$ cat src/sv/console_text_ring_writer_unit_macros.svh
// Assertion macros shared by the console ring writer RTL.
`ifndef CONSOLE_TEXT_RING_WRITER_UNIT_MACROS_SVH
`define CONSOLE_TEXT_RING_WRITER_UNIT_MACROS_SVH

// Same-cycle implication, disabled while reset is asserted.
`define CTRW_ASSERT_IMP(label, clk, rst_n, ante, cons) \
	label: assert property (@(posedge clk) disable iff (!rst_n) (ante) |-> (cons)) \
		else $error("ctrw: same-cycle check failed");

// Next-cycle implication, disabled while reset is asserted.
`define CTRW_ASSERT_NEXT(label, clk, rst_n, ante, cons) \
	label: assert property (@(posedge clk) disable iff (!rst_n) (ante) |=> (cons)) \
		else $error("ctrw: next-cycle check failed");

`endif

$ cat src/sv/ctrw_pkg.sv
// Shared constants, codes and controller/datapath interface types of the console ring writer.
`timescale 1ns / 1ps
`default_nettype none

package ctrw_pkg;

	// Field and register widths.
	localparam int CH_W       = 8;
	localparam int PTR_OUT_W  = 17;
	localparam int LEN_W      = 8;
	localparam int LW_W       = 9;
	localparam int BC_W       = 18;
	localparam int CFG_IDX_W  = 2;
	localparam int CFG_DATA_W = 18;
	localparam int PROD_W     = 17;

	// Ring size limits.
	localparam int MAX_CELLS_DEF = 131072;
	localparam int BC_MAX        = 262143;

	// Register indexes.
	localparam logic [CFG_IDX_W-1:0] CFG_LINE_WIDTH   = 2'd0;
	localparam logic [CFG_IDX_W-1:0] CFG_SCREEN_LINES = 2'd1;
	localparam logic [CFG_IDX_W-1:0] CFG_BUFFER_CELLS = 2'd2;

	// Register reset values and limits.
	localparam logic [LW_W-1:0] LW_RST  = 9'd80;
	localparam logic [LW_W-1:0] SL_RST  = 9'd25;
	localparam logic [BC_W-1:0] BC_RST  = 18'd4000;
	localparam logic [LW_W-1:0] LW_MAX  = 9'd256;
	localparam logic [LW_W-1:0] LW_ONE  = 9'd1;
	localparam logic [BC_W-1:0] BC_MIN  = 18'd2;

	// Character codes.
	localparam logic [CH_W-1:0] CH_BACKSPACE = 8'h08;
	localparam logic [CH_W-1:0] CH_TAB       = 8'h09;
	localparam logic [CH_W-1:0] CH_NEWLINE   = 8'h0A;
	localparam logic [CH_W-1:0] CH_RETURN    = 8'h0D;
	localparam logic [CH_W-1:0] CH_SPACE     = 8'h20;
	localparam logic [LEN_W-1:0] TAB_SPACES  = 8'd4;
	localparam logic [LEN_W-1:0] ONE_CELL    = 8'd1;

	// Character class after decode.
	typedef enum logic [1:0] {
		CLS_PRINT   = 2'd0,
		CLS_NEWLINE = 2'd1,
		CLS_BACK    = 2'd2,
		CLS_TAB     = 2'd3
	} chr_cls_t;

	// Operand pair fed to the remainder unit.
	typedef enum logic [2:0] {
		SRC_VIEW   = 3'd0,
		SRC_TAIL   = 3'd1,
		SRC_DIST   = 3'd2,
		SRC_ADV    = 3'd3,
		SRC_SCROLL = 3'd4
	} rem_src_t;

	typedef struct packed {
		logic     accept;
		logic     rem_start;
		rem_src_t rem_src;
		logic     ld_head;
		logic     ld_tail;
		logic     decode;
		logic     ld_nl;
		logic     ld_adv;
		logic     ld_scroll;
		logic     finish;
	} cmd_t;

	typedef struct packed {
		logic     rem_done;
		logic     rem_zero;
		chr_cls_t cls;
		logic     scroll_hit;
	} stat_t;

endpackage

`default_nettype wire

$ cat src/sv/ctrw_rem.sv
// Serial remainder unit: one restoring step per cycle, with a short path for small quotients.
`timescale 1ns / 1ps
`default_nettype none
`include "console_text_ring_writer_unit_macros.svh"

module ctrw_rem #(
	parameter int DW = 18
) (
	input  logic          clk,
	input  logic          arst_n,
	input  logic          start,
	input  logic [DW-1:0] a,
	input  logic [DW-1:0] b,
	output logic          done,
	output logic [DW-1:0] rem
);
	localparam int CNTW = $clog2(DW);

	logic            chk_q;
	logic            busy_q;
	logic            done_q;
	logic [CNTW-1:0] cnt_q;
	logic [DW-1:0]   a_q;
	logic [DW-1:0]   b_q;
	logic [DW-1:0]   r_q;

	logic [DW:0]     trial;
	logic [DW:0]     b_x;
	logic            fits;
	logic [DW-1:0]   diff;
	logic            short_path;

	assign trial      = {r_q, a_q[DW-1]};
	assign b_x        = {1'b0, b_q};
	assign fits       = (trial >= b_x);
	assign diff       = a_q - b_q;
	assign short_path = (a_q < b_q) || (diff < b_q);

	always_ff @(posedge clk or negedge arst_n) begin
		if (!arst_n) begin
			chk_q  <= 1'b0;
			busy_q <= 1'b0;
			done_q <= 1'b0;
		end else begin
			done_q <= 1'b0;
			if (start) begin
				chk_q <= 1'b1;
			end else if (chk_q) begin
				chk_q <= 1'b0;
				if (short_path) begin
					done_q <= 1'b1;
				end else begin
					busy_q <= 1'b1;
				end
			end else if (busy_q) begin
				if (cnt_q == '0) begin
					busy_q <= 1'b0;
					done_q <= 1'b1;
				end
			end
		end
	end

	always_ff @(posedge clk) begin
		if (start) begin
			a_q <= a;
			b_q <= b;
		end else if (chk_q) begin
			if (a_q < b_q) begin
				r_q <= a_q;
			end else if (diff < b_q) begin
				r_q <= diff;
			end else begin
				r_q   <= '0;
				cnt_q <= CNTW'(DW - 1);
			end
		end else if (busy_q) begin
			r_q   <= fits ? DW'(trial - b_x) : DW'(trial);
			a_q   <= {a_q[DW-2:0], 1'b0};
			cnt_q <= cnt_q - CNTW'(1);
		end
	end

	assign done = done_q;
	assign rem  = r_q;

	`CTRW_ASSERT_IMP(a_rem_start_idle, clk, arst_n, start, !chk_q && !busy_q)
	`CTRW_ASSERT_IMP(a_rem_done_after_work, clk, arst_n, done_q, $past(chk_q || busy_q))
	`CTRW_ASSERT_IMP(a_rem_below_divisor, clk, arst_n, done_q, r_q < b_q)

endmodule

`default_nettype wire

$ cat src/sv/ctrw_dp.sv
// Datapath of the console ring writer: registers, pointer arithmetic and result word.
`timescale 1ns / 1ps
`default_nettype none
`include "console_text_ring_writer_unit_macros.svh"

module ctrw_dp #(
	parameter int MAX_CELLS = ctrw_pkg::MAX_CELLS_DEF
) (
	input  logic                                clk,
	input  logic                                arst_n,
	input  logic                                cfg_we,
	input  logic [ctrw_pkg::CFG_IDX_W-1:0]      cfg_index,
	input  logic [ctrw_pkg::CFG_DATA_W-1:0]     cfg_data,
	input  logic [ctrw_pkg::CH_W-1:0]           ch,
	input  ctrw_pkg::cmd_t                      cmd,
	output ctrw_pkg::stat_t                     stat,
	output logic [ctrw_pkg::PTR_OUT_W-1:0]      run_start,
	output logic [ctrw_pkg::LEN_W-1:0]          run_length,
	output logic [ctrw_pkg::CH_W-1:0]           run_char,
	output logic [ctrw_pkg::PTR_OUT_W-1:0]      view_start,
	output logic [ctrw_pkg::PTR_OUT_W-1:0]      write_end,
	output logic                                scrolled
);
	import ctrw_pkg::*;

	// Largest ring the block can see: the parameter or the register's reach.
	localparam int SIZE_CAP = (MAX_CELLS < BC_MAX) ? MAX_CELLS : BC_MAX;
	localparam int PW       = $clog2(SIZE_CAP);
	localparam int SW       = $clog2(SIZE_CAP + 1);
	localparam int DW       = ((PW > LW_W) ? PW : LW_W) + 1;
	localparam int CW       = (PW > PROD_W) ? PW : PROD_W;
	localparam int CXW      = CW + 1;

	// Configuration registers.
	logic [LW_W-1:0] lw_q;
	logic [LW_W-1:0] sl_q;
	logic [BC_W-1:0] bc_q;

	// Pointer state.
	logic [PW-1:0] vp_q;
	logic [PW-1:0] tp_q;

	// Per-character working registers.
	logic [CH_W-1:0]   ch_q;
	logic [LW_W-1:0]   w_q;
	logic [PROD_W-1:0] lo_q;
	logic [SW-1:0]     size_q;
	logic [PW-1:0]     head_q;
	logic [PW-1:0]     tail_q;
	logic [PW-1:0]     start_q;
	logic [LEN_W-1:0]  len_q;
	logic [CH_W-1:0]   fill_q;
	logic              scr_q;

	// Result word.
	logic [PTR_OUT_W-1:0] o_start_q;
	logic [LEN_W-1:0]     o_len_q;
	logic [CH_W-1:0]      o_char_q;
	logic [PTR_OUT_W-1:0] o_view_q;
	logic [PTR_OUT_W-1:0] o_end_q;
	logic                 o_scr_q;

	logic [LW_W-1:0]   w_c;
	logic [LW_W-1:0]   h_c;
	logic [SW-1:0]     size_c;
	logic [PROD_W-1:0] prod;
	logic [PW-1:0]     span;
	logic [PW-1:0]     tail_dec;
	logic [DW-1:0]     div_a;
	logic [DW-1:0]     div_b;
	logic [DW-1:0]     rem;
	logic              rem_done;
	logic              rem_zero;
	chr_cls_t          cls;
	logic [CXW-1:0]    d_x;
	logic [CXW-1:0]    lo_x;
	logic [CXW-1:0]    hi_x;
	logic              ptrs_ok;

	always_ff @(posedge clk or negedge arst_n) begin
		if (!arst_n) begin
			lw_q <= LW_RST;
			sl_q <= SL_RST;
			bc_q <= BC_RST;
		end else if (cfg_we) begin
			case (cfg_index)
				CFG_LINE_WIDTH:   lw_q <= cfg_data[LW_W-1:0];
				CFG_SCREEN_LINES: sl_q <= cfg_data[LW_W-1:0];
				CFG_BUFFER_CELLS: bc_q <= cfg_data[BC_W-1:0];
				default:          ;
			endcase
		end
	end

	// Out-of-range settings are pulled into range.
	always_comb begin
		if (lw_q == '0) begin
			w_c = LW_ONE;
		end else if (lw_q > LW_MAX) begin
			w_c = LW_MAX;
		end else begin
			w_c = lw_q;
		end
		if (sl_q == '0) begin
			h_c = LW_ONE;
		end else if (sl_q > LW_MAX) begin
			h_c = LW_MAX;
		end else begin
			h_c = sl_q;
		end
		if (bc_q < BC_MIN) begin
			size_c = SW'(2);
		end else if (32'(bc_q) > SIZE_CAP) begin
			size_c = SW'(SIZE_CAP);
		end else begin
			size_c = SW'(bc_q);
		end
	end

	// Cells in all lines of the screen but the last: the scroll threshold.
	assign prod = PROD_W'(h_c - LW_ONE) * PROD_W'(w_c);

	assign span = (tail_q >= head_q) ? (tail_q - head_q)
		: PW'(DW'(tail_q) + DW'(size_q) - DW'(head_q));

	assign tail_dec = (tail_q == '0) ? PW'(size_q - SW'(1)) : (tail_q - PW'(1));

	always_comb begin
		case (ch_q)
			CH_NEWLINE:            cls = CLS_NEWLINE;
			CH_BACKSPACE, CH_RETURN: cls = CLS_BACK;
			CH_TAB:                cls = CLS_TAB;
			default:               cls = CLS_PRINT;
		endcase
	end

	always_comb begin
		case (cmd.rem_src)
			SRC_VIEW: begin
				div_a = DW'(vp_q);
				div_b = DW'(size_q);
			end
			SRC_TAIL: begin
				div_a = DW'(tp_q);
				div_b = DW'(size_q);
			end
			SRC_DIST: begin
				div_a = DW'(span);
				div_b = DW'(w_q);
			end
			SRC_ADV: begin
				div_a = DW'(tail_q) + DW'(len_q);
				div_b = DW'(size_q);
			end
			SRC_SCROLL: begin
				div_a = DW'(head_q) + DW'(w_q);
				div_b = DW'(size_q);
			end
			default: begin
				div_a = DW'(vp_q);
				div_b = DW'(size_q);
			end
		endcase
	end

	ctrw_rem #(
		.DW(DW)
	) u_rem (
		.clk   (clk),
		.arst_n(arst_n),
		.start (cmd.rem_start),
		.a     (div_a),
		.b     (div_b),
		.done  (rem_done),
		.rem   (rem)
	);

	assign rem_zero = (rem == '0);

	// The view scrolls when the text spans more than all lines but the last and at most the full screen.
	assign d_x  = CXW'(span);
	assign lo_x = CXW'(lo_q);
	assign hi_x = lo_x + CXW'(w_q);

	always_comb begin
		stat.rem_done   = rem_done;
		stat.rem_zero   = rem_zero;
		stat.cls        = cls;
		stat.scroll_hit = (d_x > lo_x) && (d_x <= hi_x);
	end

	always_ff @(posedge clk) begin
		if (cmd.accept) begin
			ch_q    <= ch;
			w_q     <= w_c;
			lo_q    <= prod;
			size_q  <= size_c;
			len_q   <= '0;
			fill_q  <= '0;
			start_q <= '0;
			scr_q   <= 1'b0;
		end
		if (cmd.ld_head) begin
			head_q <= PW'(rem);
		end
		if (cmd.ld_tail) begin
			tail_q <= PW'(rem);
		end
		if (cmd.decode) begin
			case (cls)
				CLS_BACK: tail_q <= tail_dec;
				CLS_TAB: begin
					len_q  <= TAB_SPACES;
					fill_q <= CH_SPACE;
				end
				CLS_PRINT: begin
					len_q  <= ONE_CELL;
					fill_q <= ch_q;
				end
				default: ;
			endcase
		end
		if (cmd.ld_nl && !rem_zero) begin
			len_q  <= LEN_W'(w_q - rem[LW_W-1:0]);
			fill_q <= CH_SPACE;
		end
		if (cmd.ld_adv) begin
			start_q <= tail_q;
			tail_q  <= PW'(rem);
		end
		if (cmd.ld_scroll) begin
			head_q <= PW'(rem);
			scr_q  <= 1'b1;
		end
		if (cmd.finish) begin
			o_start_q <= PTR_OUT_W'(start_q);
			o_len_q   <= len_q;
			o_char_q  <= fill_q;
			o_view_q  <= PTR_OUT_W'(head_q);
			o_end_q   <= PTR_OUT_W'(tail_q);
			o_scr_q   <= scr_q;
		end
	end

	always_ff @(posedge clk or negedge arst_n) begin
		if (!arst_n) begin
			vp_q <= '0;
			tp_q <= '0;
		end else if (cmd.finish) begin
			vp_q <= head_q;
			tp_q <= tail_q;
		end
	end

	assign run_start  = o_start_q;
	assign run_length = o_len_q;
	assign run_char   = o_char_q;
	assign view_start = o_view_q;
	assign write_end  = o_end_q;
	assign scrolled   = o_scr_q;

	// Both stored pointers lie inside the ring.
	assign ptrs_ok = (DW'(vp_q) < DW'(size_q)) && (DW'(tp_q) < DW'(size_q));

	`CTRW_ASSERT_NEXT(a_dp_ptrs_in_ring, clk, arst_n, cmd.finish, ptrs_ok)

endmodule

`default_nettype wire

$ cat src/sv/ctrw_ctrl.sv
// Controller state machine of the console ring writer.
`timescale 1ns / 1ps
`default_nettype none
`include "console_text_ring_writer_unit_macros.svh"

module ctrw_ctrl (
	input  logic            clk,
	input  logic            arst_n,
	input  logic            in_valid,
	output logic            in_stall,
	output logic            out_valid,
	input  logic            out_stall,
	output ctrw_pkg::cmd_t  cmd,
	input  ctrw_pkg::stat_t stat
);
	import ctrw_pkg::*;

	typedef enum logic [10:0] {
		S_IDLE      = 11'b00000000001,
		S_HEAD_GO   = 11'b00000000010,
		S_HEAD_WAIT = 11'b00000000100,
		S_TAIL_WAIT = 11'b00000001000,
		S_DECODE    = 11'b00000010000,
		S_NL_WAIT   = 11'b00000100000,
		S_ADV_GO    = 11'b00001000000,
		S_ADV_WAIT  = 11'b00010000000,
		S_SCR_CHK   = 11'b00100000000,
		S_SCR_WAIT  = 11'b01000000000,
		S_DONE      = 11'b10000000000
	} state_t;

	state_t state_q;
	state_t state_d;
	logic   out_valid_q;

	always_comb begin
		cmd     = '0;
		state_d = state_q;
		case (state_q)
			S_IDLE: begin
				if (in_valid) begin
					cmd.accept = 1'b1;
					state_d    = S_HEAD_GO;
				end
			end
			S_HEAD_GO: begin
				cmd.rem_start = 1'b1;
				cmd.rem_src   = SRC_VIEW;
				state_d       = S_HEAD_WAIT;
			end
			S_HEAD_WAIT: begin
				if (stat.rem_done) begin
					cmd.ld_head   = 1'b1;
					cmd.rem_start = 1'b1;
					cmd.rem_src   = SRC_TAIL;
					state_d       = S_TAIL_WAIT;
				end
			end
			S_TAIL_WAIT: begin
				if (stat.rem_done) begin
					cmd.ld_tail = 1'b1;
					state_d     = S_DECODE;
				end
			end
			S_DECODE: begin
				cmd.decode = 1'b1;
				case (stat.cls)
					CLS_NEWLINE: begin
						cmd.rem_start = 1'b1;
						cmd.rem_src   = SRC_DIST;
						state_d       = S_NL_WAIT;
					end
					CLS_BACK: state_d = S_SCR_CHK;
					default:  state_d = S_ADV_GO;
				endcase
			end
			S_NL_WAIT: begin
				if (stat.rem_done) begin
					cmd.ld_nl = 1'b1;
					state_d   = stat.rem_zero ? S_SCR_CHK : S_ADV_GO;
				end
			end
			S_ADV_GO: begin
				cmd.rem_start = 1'b1;
				cmd.rem_src   = SRC_ADV;
				state_d       = S_ADV_WAIT;
			end
			S_ADV_WAIT: begin
				if (stat.rem_done) begin
					cmd.ld_adv = 1'b1;
					state_d    = S_SCR_CHK;
				end
			end
			S_SCR_CHK: begin
				if (stat.scroll_hit) begin
					cmd.rem_start = 1'b1;
					cmd.rem_src   = SRC_SCROLL;
					state_d       = S_SCR_WAIT;
				end else begin
					state_d = S_DONE;
				end
			end
			S_SCR_WAIT: begin
				if (stat.rem_done) begin
					cmd.ld_scroll = 1'b1;
					state_d       = S_DONE;
				end
			end
			S_DONE: begin
				// The result register is free when empty or being taken now.
				if (!out_valid_q || !out_stall) begin
					cmd.finish = 1'b1;
					state_d    = S_IDLE;
				end
			end
			default: state_d = S_IDLE;
		endcase
	end

	always_ff @(posedge clk or negedge arst_n) begin
		if (!arst_n) begin
			state_q     <= S_IDLE;
			out_valid_q <= 1'b0;
		end else begin
			state_q     <= state_d;
			out_valid_q <= cmd.finish | (out_valid_q & out_stall);
		end
	end

	assign in_stall  = (state_q != S_IDLE);
	assign out_valid = out_valid_q;

	`CTRW_ASSERT_NEXT(a_ctrl_finish_shows, clk, arst_n, cmd.finish, out_valid_q)
	`CTRW_ASSERT_NEXT(a_ctrl_accept_starts, clk, arst_n, (state_q == S_IDLE) && in_valid, state_q == S_HEAD_GO)

endmodule

`default_nettype wire

$ cat src/sv/console_text_ring_writer_unit.sv
// Top level of the console ring writer: one character in, one buffer-write run out.
//
// Usage: the input channel carries one character byte per word (in_valid, in_stall, ch).
// For each accepted character the block returns exactly one result word on the output
// channel (out_valid, out_stall): the run of ring cells written (run_start, run_length,
// run_char) and the view start and write end pointers after the character, plus a flag
// that says whether the view scrolled by one line.
// The block works on one character at a time. It reduces the view and write pointers into
// the ring, decodes the byte, pads a newline to the end of its line, advances the write
// pointer past the run (a backspace or carriage return steps it back instead) and scrolls
// the view when needed. The pace is set by the shared serial remainder unit,
// which reduces pointers modulo the ring size and line offsets modulo the line width; a
// reduction that needs more than one subtraction runs one restoring step per dividend bit.
// The next character is accepted as soon as the previous result sits in the output
// register, so a stalled receiver delays only the finishing step of the next character.
// Reset clears both pointers and loads the default line width, screen height and ring size.
// The configuration port is always ready; writes are expected only while no character is
// in flight.
`timescale 1ns / 1ps
`default_nettype none

module console_text_ring_writer_unit #(
	parameter int MAX_CELLS = ctrw_pkg::MAX_CELLS_DEF
) (
	input  logic                            clk,
	input  logic                            arst_n,
	input  logic                            in_valid,
	output logic                            in_stall,
	input  logic [ctrw_pkg::CH_W-1:0]       ch,
	output logic                            out_valid,
	input  logic                            out_stall,
	output logic [ctrw_pkg::PTR_OUT_W-1:0]  run_start,
	output logic [ctrw_pkg::LEN_W-1:0]      run_length,
	output logic [ctrw_pkg::CH_W-1:0]       run_char,
	output logic [ctrw_pkg::PTR_OUT_W-1:0]  view_start,
	output logic [ctrw_pkg::PTR_OUT_W-1:0]  write_end,
	output logic                            scrolled,
	input  logic                            cfg_valid,
	output logic                            cfg_ready,
	input  logic [ctrw_pkg::CFG_IDX_W-1:0]  cfg_index,
	input  logic [ctrw_pkg::CFG_DATA_W-1:0] cfg_data
);
	import ctrw_pkg::*;

	cmd_t  cmd;
	stat_t stat;
	logic  cfg_we;

	// Register writes are taken straight into the registers, so the port never pushes back.
	assign cfg_ready = 1'b1;
	assign cfg_we    = cfg_valid & cfg_ready;

	// The controller sequences each character; the datapath holds the configuration, pointer and result registers.
	ctrw_ctrl u_ctrl (
		.clk      (clk),
		.arst_n   (arst_n),
		.in_valid (in_valid),
		.in_stall (in_stall),
		.out_valid(out_valid),
		.out_stall(out_stall),
		.cmd      (cmd),
		.stat     (stat)
	);

	ctrw_dp #(
		.MAX_CELLS(MAX_CELLS)
	) u_dp (
		.clk       (clk),
		.arst_n    (arst_n),
		.cfg_we    (cfg_we),
		.cfg_index (cfg_index),
		.cfg_data  (cfg_data),
		.ch        (ch),
		.cmd       (cmd),
		.stat      (stat),
		.run_start (run_start),
		.run_length(run_length),
		.run_char  (run_char),
		.view_start(view_start),
		.write_end (write_end),
		.scrolled  (scrolled)
	);

endmodule

`default_nettype wire
$ cat config.mk
export PLATFORM = sky130hd
export DESIGN_NAME = console_text_ring_writer_unit
export DESIGN_NICKNAME = d
export VERILOG_FILES = /design/src/sv/ctrw_pkg.sv /design/src/sv/ctrw_rem.sv /design/src/sv/ctrw_dp.sv /design/src/sv/ctrw_ctrl.sv /design/src/sv/console_text_ring_writer_unit.sv
export VERILOG_INCLUDE_DIRS = /design/src /design/src/sv
export SDC_FILE = /design/constraint.sdc
export NUM_CORES = 1
export LEC_CHECK = 0
export BUFFER_PORTS_ARGS = -buffer_cell sky130_fd_sc_hd__buf_2
export CAP_MARGIN = 10
export CELL_PAD_IN_SITES_DETAIL_PLACEMENT = 1
export CELL_PAD_IN_SITES_GLOBAL_PLACEMENT = 2
export CORE_MARGIN = 5
export CORE_UTILIZATION = 37
export DETAILED_ROUTE_END_ITERATION = 8
export GPL_TIMING_DRIVEN = 0
export PLACE_DENSITY_LB_ADDON = 0.12
export SETUP_SLACK_MARGIN = 0.4
export SYNTH_ARGS = -nofsm -noshare
export SYNTH_HDL_FRONTEND = slang
export SYNTH_SLANG_ARGS = --single-unit
export TNS_END_PERCENT = 50
$ cat constraint.sdc
create_clock -name clk -period 6.86 [get_ports clk]
set_input_delay 1.372 -clock clk [delete_from_list [all_inputs] [get_ports clk]]
set_output_delay 1.372 -clock clk [all_outputs]
set_load 0.01 [all_outputs]
==> impl_metrics.ini <==
[status]
status = finished clean

[finish]
finalNonFillerCells = 3485
antenna_cells = 0
fin_nets = 2920
layout-drive-gt1-share_pct = 15.76
area_growth_pct = 17.66
fin_area_um2 = 27420
fin_util_pct = 43.70

[global_route]
grt_pass1_vias = 20140
grt-ovfl-total = 0
grtUsageTotal_pct = 24.49
grt_start_max_net_pins = 64
grt_pass1_wl_um = 126100
grt_antenna_before_repair = 2

[setup_path]
critPathCaptureType = flop
worstPathRequired_ns = 7.19
path_max_fanout = 10
cp.arrival_ns = 6.65
cp_top_family = simple AND/OR/NAND/NOR gates
start_kind = flop
crit_type = reg2reg
slowest_stage = fa_1
path_buf_inv = 4
slowest_delay_ns = 0.54

[floorplan]
start_util_pct = 37.14
fp.dieH_um = 261.0
die_w_um = 261.0
coreArea_um2 = 62740
rows = 92
pin_count = 104
die_area_um2 = 68100

[sta]
tns_ns = 0
hold_viol_final = 0
finalCritPeriodShare_pct = 92.18
period_needed_ns = 6.323
drv_slew = 0
setup_viol = 0
worst_slew_pin_slew_ns = 1.098
rsz0062_at_grt = yes
maxSlewHeadroom_pct = 26.64
fmax_mhz = 158.1
worst_clock_skew_ns = 0.03137

[yosys]
synthXorXnorAreaFrac_pct = 4.886
yosysMostFrequentCell = inv_1
synthMuxAreaShare_pct = 2.701
syn_inst = 2383
synth_cell_types = 87
synthDominantCellAreaShare_pct = 27.45
yosysTopAreaCell = edfxtp_1
synth_adder_area_share_pct = 18.00
synth.avg_cell_area_um2 = 9.779
ys_seq_area_share_pct = 39.56
synth_compound_area_share_pct = 14.30
synth-seq-cells = 332
async_flop_share_pct = 25.60
synthSimpleGateAreaFrac_pct = 14.82
synth_edf_count = 213
synthTopCellsByArea = edfxtp_1, ha_1, fa_1, dfrtp_1, inv_1
synth_top_family_by_area = adder cells
syn-cell-area_um2 = 23300
synth_common_cells = inv_1, edfxtp_1, nor2_1
synth_ff_type = edfxtp_1
yosysWarnings = 0

[power]
power.leakage_nw = 11.54
power_density_nw_per_um2 = 492.3
power_mw = 13.50
irDropWorstVdd_uv = 608.2

[clock_network]
cts_sinks = 332
cts_tree = yes
root_buffer = clkbuf_16
clk_pin_slew_worst_paths_ns = 0.06
cts_max_level = 2
hold_buffers = 0
clk_latency_ns = 0.58
cts_made_buffers = 40
clk_path_buf_depth = 3

[drt]
drt_pass1_iterations = 5
routed_wl_um = 84510
vias = 19060
route.antenna.remaining_nets = 0
drcViolationCount = 0
drtIter0Drc = 1090
vias_per_cell = 5.469
wl_per_cell_um = 24.25

[place]
postPlaceCellArea_um2 = 25050
gp_congestion = 0.9248
port_buffers = 102
dpl.cell_count = 3348
dpl.hpwl_um = 68160

[run]
max_cap_viol_count = 0

[min_path]
hold_class = reg2reg
-- registers in the layout, indices dropped and copies added (netlist names), 18 cells and up --
signal and flops:
u_dp.u_rem.rem 18, u_dp.size_q 18, u_dp.u_rem.a_q 18, u_dp.u_rem.b_q 18
u_dp.bc_q 18
-- power breakdown --
part	internal [mW]	switching, mW	leakage, nW
logic	3.25	4.76	7.57
registers	2.85	0.469	3.33
clock network	1.28	0.892	0.639
-- kinds of logic (layout without fill, tap and decap cells) --
group / after synthesis / in the layout
buffers and inverters: 340 / 584
AND/OR/NAND/NOR: 722 / 722
flip-flops: 332 / 332
adder cells (fa/ha/maj): 280 / 280
XOR/XNOR: 130 / 130
other: 2 / 14
AO/OA/AOI/OAI: 520 / 520
multiplexers: 57 / 57
-- layout make-up --
cell class,count,area (um^2)
Buffer,67,347.8
Tap cell,846,1059
Timing Repair Buffer,170,1120
Clock inverter,22,226.5
Fill cell,7110,35320
Multi-Input combinational cell,1723,13270
Sequential cell,332,9246
Clock buffer,52,1089
Inverter,273,1060
-- stage by stage --
step                      setup WS [ns]  hold WS (ns)
after global placement           -2.246        0.4055
final                            0.5367        0.4184
after detailed placement         -2.184        0.4057
after floorplan                  0.5106        0.4003
after global routing             0.3284        0.4245
after CTS                        0.3677        0.4199
-- worst paths after layout --
path / from / to / slack, ns / cells past startpoint
min in group asynchronous: arst_n / u_dp.u_rem.busy_q$_DFFE_PN0P_ / 0.70 / 1
max: u_dp.tail_q[2]$_DFF_P_ / u_dp.u_rem.a_q[5]$_DFFE_PP_ / 0.54 / 26
min: u_dp.start_q[14]$_SDFFCE_PN0P_ / u_dp.run_start[14]$_DFFE_PP_ / 0.42 / 0
max in group asynchronous: arst_n / u_dp.lw_q[6]$_DFFE_PN1P_ / 5.39 / 2
min reg2reg: u_dp.start_q[14]$_SDFFCE_PN0P_ / u_dp.run_start[14]$_DFFE_PP_ / 0.42 / 0
max reg2reg: u_dp.tail_q[2]$_DFF_P_ / u_dp.u_rem.a_q[5]$_DFFE_PP_ / 0.54 / 26
-- layer usage --
layer	vias up	track usage [%]	part of all wire (%)
li1	8843	-	-
met1	9689	29.90	40
met2	373	43.56	51
met3	154	2.912	3.7
met4	2	10.89	5.0
met5	-	0	0.013
-- timing repair --
| action | in CTS | in global routing |
|---|---|---|
| buffers inserted | 28 | 35 |
| setup endpoints to repair | 91 | 83 |
| pin swaps | 23 | 29 |
| gates resized for setup | 79 | 52 |
-- layout by cell type, fill, tap and decap left out, types with 90 or more instances in the layout --
| cell | n |
|---|---|
| ha_1 | 178 |
| buf_2 | 107 |
| nor2_1 | 206 |
| edfxtp_1 | 213 |
| inv_1 | 253 |
| a21oi_1 | 139 |
| nand2_1 | 197 |
| xnor2_1 | 94 |
| o21ai_0 | 124 |
| fa_1 | 90 |
(Power assumes the default switching activity.)
